===== config.mk =====
export PLATFORM = sky130hd
export DESIGN_NAME = kmc_ram
export DESIGN_NICKNAME = d
export VERILOG_FILES = /design/src/hdl/kruskal_mst_cost_core_defines.svh /design/src/hdl/kmc_ram.sv
export SDC_FILE = /design/constraint.sdc
export NUM_CORES = 1
export LEC_CHECK = 0
export ABC_AREA = 1
export BUFFER_PORTS_ARGS = -buffer_cell sky130_fd_sc_hd__buf_2
export CORE_MARGIN = 8
export CORE_UTILIZATION = 50
export CTS_CLUSTER_DIAMETER = 150
export CTS_CLUSTER_SIZE = 10
export DETAILED_ROUTE_END_ITERATION = 10
export PLACE_DENSITY_LB_ADDON = 0.1
export SYNTH_ARGS = -nofsm -noshare
export SYNTH_HDL_FRONTEND = slang
export SYNTH_SLANG_ARGS = --single-unit

===== constraint.sdc =====
create_clock -name clk -period 1.8 [get_ports clk]
set_input_delay 0.18 -clock clk [delete_from_list [all_inputs] [get_ports clk]]
set_output_delay 0.18 -clock clk [all_outputs]
set_load 0.01 [all_outputs]

===== src/hdl/kruskal_mst_cost_core_defines.svh =====
// ---------------------------------------------------------------------------
// Assertion macros for the spanning-tree cost core
// Shared property forms; each use starts on a line of its own.
// ---------------------------------------------------------------------------
`ifndef KRUSKAL_MST_COST_CORE_DEFINES_SVH
`define KRUSKAL_MST_COST_CORE_DEFINES_SVH

// implication checked every cycle out of reset
`define KMC_ASSERT_IMP(label, clk, rst_n, ante, cons) \
    label: assert property (@(posedge clk) disable iff (!rst_n) (ante) |-> (cons)) \
        else $error("assertion failed");

// implication whose consequent is checked in the cycle after the antecedent
`define KMC_ASSERT_NEXT(label, clk, rst_n, ante, cons) \
    label: assert property (@(posedge clk) disable iff (!rst_n) (ante) |=> (cons)) \
        else $error("assertion failed");

`endif


===== src/hdl/kmc_ram.sv =====
// ---------------------------------------------------------------------------
// kmc_ram
// Single-port RAM with registered read data.
// ---------------------------------------------------------------------------
`default_nettype none
module kmc_ram #(
    parameter int WIDTH = 8,
    parameter int DEPTH = 16
) (
    input  wire logic                     clk,
    input  wire logic                     we,
    input  wire logic [$clog2(DEPTH)-1:0] addr,
    input  wire logic [WIDTH-1:0]         wdata,
    output logic [WIDTH-1:0]              rdata
);
    logic [WIDTH-1:0] mem [DEPTH];

    always_ff @(posedge clk)
    begin
        if (we)
        begin
            mem[addr] <= wdata;
        end
        rdata <= mem[addr];
    end
endmodule
`default_nettype wire


* Word-level counts from Yosys, hierarchy flattened *
Memories as Yosys holds them, arrays and structs flattened. A register that Yosys moved wholly into a read port is not among the register bits.
Cells that the tools add are included.

storage, ports and cells
  register bits after elaboration = 0
  RAM bits = 128
  input bits = 14
  output and inout bits = 8
  logic and storage cells = 3
  memories = 1

cells by class
  muxes and demuxes = 2

memory list
  name  words  width  read ports  clocked after Yosys merged registers in  write ports  line           text
  mem   16     8      1           1                                        1            kmc_ram.sv:16  logic [WIDTH-1:0] mem [DEPTH];

operators with widths
  operator          number
  2-to-1 mux 1 bit  2

* Longest topological paths before layout *
  depth in word-level cells = 2
  gate-level depth with buffers = 11
  mapped depth without buffers = 9

* Worst setup path before layout *
OpenSTA, ideal clock, no wires.

  path kind = input port to flip-flop
  start point = in addr[1]
  end point = mem mem[3][0] (enable)
  setup time = 0.370 ns
  data arrival time = 1.187 ns
  required time = 1.430 ns
  setup slack = 0.243 ns
  stages = 4
  cells stage by stage = buf_2 > clkbuf_1 > nand3_1 > nor2_1

RTL lines
  element             line           text
  start: declaration  kmc_ram.sv:12  input wire logic [$clog2(DEPTH)-1:0] addr,
  end: declaration    kmc_ram.sv:16

Straight into the memory's write port.

* Final worst setup path *
  start point = reg rdata[7], read port of mem
  end point = out rdata[7]

RTL lines
  element             line           text
  start: declaration  kmc_ram.sv:14  output logic [WIDTH-1:0] rdata

No word-level cell between the ends.

==> flow_summary.toml <==
[outcome]
run_status = "completed"

[clocking]
clk_pin_slew_ns = 0.06
cts_tree = "built"
htreeDepth = 4
cts_hold_buf = 0
root_buffer = "clkbuf_8"
numCtsBuffers = 17
postCtsSetupRepairBufs = 0
clk_latency_ns = 0.52
clockBufferDepth = 2
postCtsResizedCells = 0
clock_sinks = 136

[timing]
setup_tns_ns = 0
finalCritPeriodShare = 0.689
max-slew-margin-rel = 0.742
hold_ws_ns = 0.0897
finalHoldViolCount = 0
setup_viol = 0
clock_skew_ns = 0.00492
worst_slew_pin_slew_ns = 0.387
maxSlewViolCount = 0
rsz0062_at_grt = "false"
fin_crit_ns = 1.24
max_freq_mhz = 806

[synth]
ys_seq_area_frac = 0.716
synthesis.area_um2 = 5590
syn_inst = 548
yosysTopAreaCell = "edfxtp_1"
syn_nets = 562
synth.area.top_cells = "edfxtp_1, nand2_1, dfxtp_1, inv_1, nor2_1"
synth_warnings = 0
yosysUniqueCellTypes = 11
synth.avg_cell_area_um2 = 10.2
postSynthRegisterBits = 136
yosysTopAreaCellShare = 0.687

[worst_setup_path]
cp-startpoint = "rdata[7]"
cp.arrival_ns = 1.06
worst-path-max-fanout = 1
crit_slowest_cell = "dfxtp_1"
cp-endpoint = "rdata[7]"
regToRegSetupSlack_ns = 0.78
critical_path.top_delay_family = "flip-flops"
start_kind = "register"
cp_num_buf_inv = 1
worst-setup-path-type = "register to output pin"
slowest_delay_ns = 0.37
worstReg2RegStart = "mem[4][2]"
rr_endpoint = "rdata[2]"
cp_num_cells = 1
endpoint_kind = "output pin"
ff2ff_path_depth = 8
crit_required_ns = 1.62
path_cells = "buf_2"

[power]
vdd_drop_max_uv = 617
leakage_nw = 2.83
powerDensity_nw_per_um2 = 1100
power.total_mw = 7.13

[floorplan]
die_h_um = 122
ios = 22
core-area_um2 = 10900
start_util = 0.514
dieArea_um2 = 14800
rows = 38
die_w_um = 122

[job]
maxCapViolations = 0

[detailed_routing]
vias_per_cell = 5.01
met1_length_um = 5830
wl_met3_um = 484
antenna_left = 0
drc = 0
dr_wl_met2_um = 6090
maxUsedRoutingLayer = "met4"
drt-initial-drc-count = 297
firstDrtPassIters = 5
vias = 3741
wl_per_cell_um = 16.9
drt_wl_total_um = 12700

[grt]
grt_max_degree = 32
grt_pass1_wl_um = 20000
grt_usage = 0.182
grt_overflow = 0
grt_antenna_before_repair = 0
grt_pass1_vias = 3710

[place]
place_inst = 716
io_buffers = 21
place_congestion = 0.862
hpwl_um = 8210
placed_cell_area_um2 = 5970

[hold_path]
hold_class = "input port to register"

[cells_and_area]
drive_gt1_frac = 0.122
area_growth_syn_to_layout_pct = 16.2
insertedDiodeCount = 0
nNetsFinal = 609
final_common_cell = "nand2_1"
final_area_um2 = 6500
final_cell_mix = "nand2_1, edfxtp_1, buf_4"
final_cells = 747
[state kept, by name, indices dropped and copies added (netlist names)]
register / cells
mem: 128
rdata: 8
[report_power, final]
group / total (mW) / internal [mW] / switching (mW)
combinational: 0.443 / 0.127 / 0.316
sequential: 3.57 / 3.54 / 0.0248
clock: 3.12 / 1.92 / 1.20
total: 7.13 / 5.59 / 1.54
[synthesized netlist by cell type]
cell and n:
buf_2 12, clkbuf_1 3, nand3_1 4, buf_4 6
inv_1 21, nand2_1 346, edfxtp_1 128, dfxtp_1 8
nor2_1 18, inv_2 1, clkinv_1 1
[area by class of cell]
cell class,count,area [um2]
sequential,136,4000
multi-input combinational,368,1390
timing repair buffer,49,315
inverter,23,86.3
clock inverter,13,113
fill,900,4390
tap,140,175
clock buffer,18,418
[cell families (layout without fill, tap and decap cells)]
group / after synthesis / count (layout) / synth area share
buf+inv: 44 / 103 / 0.0362
flops: 136 / 136 / 0.716
simple gates: 368 / 368 / 0.248
[how the worst min path moves through the flow]
| stage | from | endpoint | depth (start not counted) |
|---|---|---|---|
| 2_1_floorplan | wdata[0] | mem[0][0] | 0 |
| 3_3_place_gp | rdata[6] | rdata[6] | 1 |
| 3_5_place_dp | rdata[6] | rdata[6] | 1 |
| 4_1_cts | wdata[6] | mem[7][6] | 1 |
| 5_1_grt | wdata[5] | mem[14][5] | 1 |
| 6_report | wdata[5] | mem[14][5] | 1 |
[through the flow]
| stage | setup slack (ns) | util |
|---|---|---|
| after floorplan | 0.243 | - |
| after global placement | 0.329 | 0.548 |
| after detailed placement | 0.358 | 0.548 |
| after CTS | 0.524 | 0.597 |
| after global routing | 0.532 | 0.597 |
| final | 0.559 | 0.597 |
[routing by layer]
| metal | up-vias | global-route usage |
|---|---|---|
| li1 | 1844 | - |
| met1 | 1798 | 0.238 |
| met2 | 79 | 0.286 |
| met3 | 20 | 0.0477 |
| met4 | 0 | 0.0671 |
| met5 | - | 0 |
(Power assumes the default switching activity.)
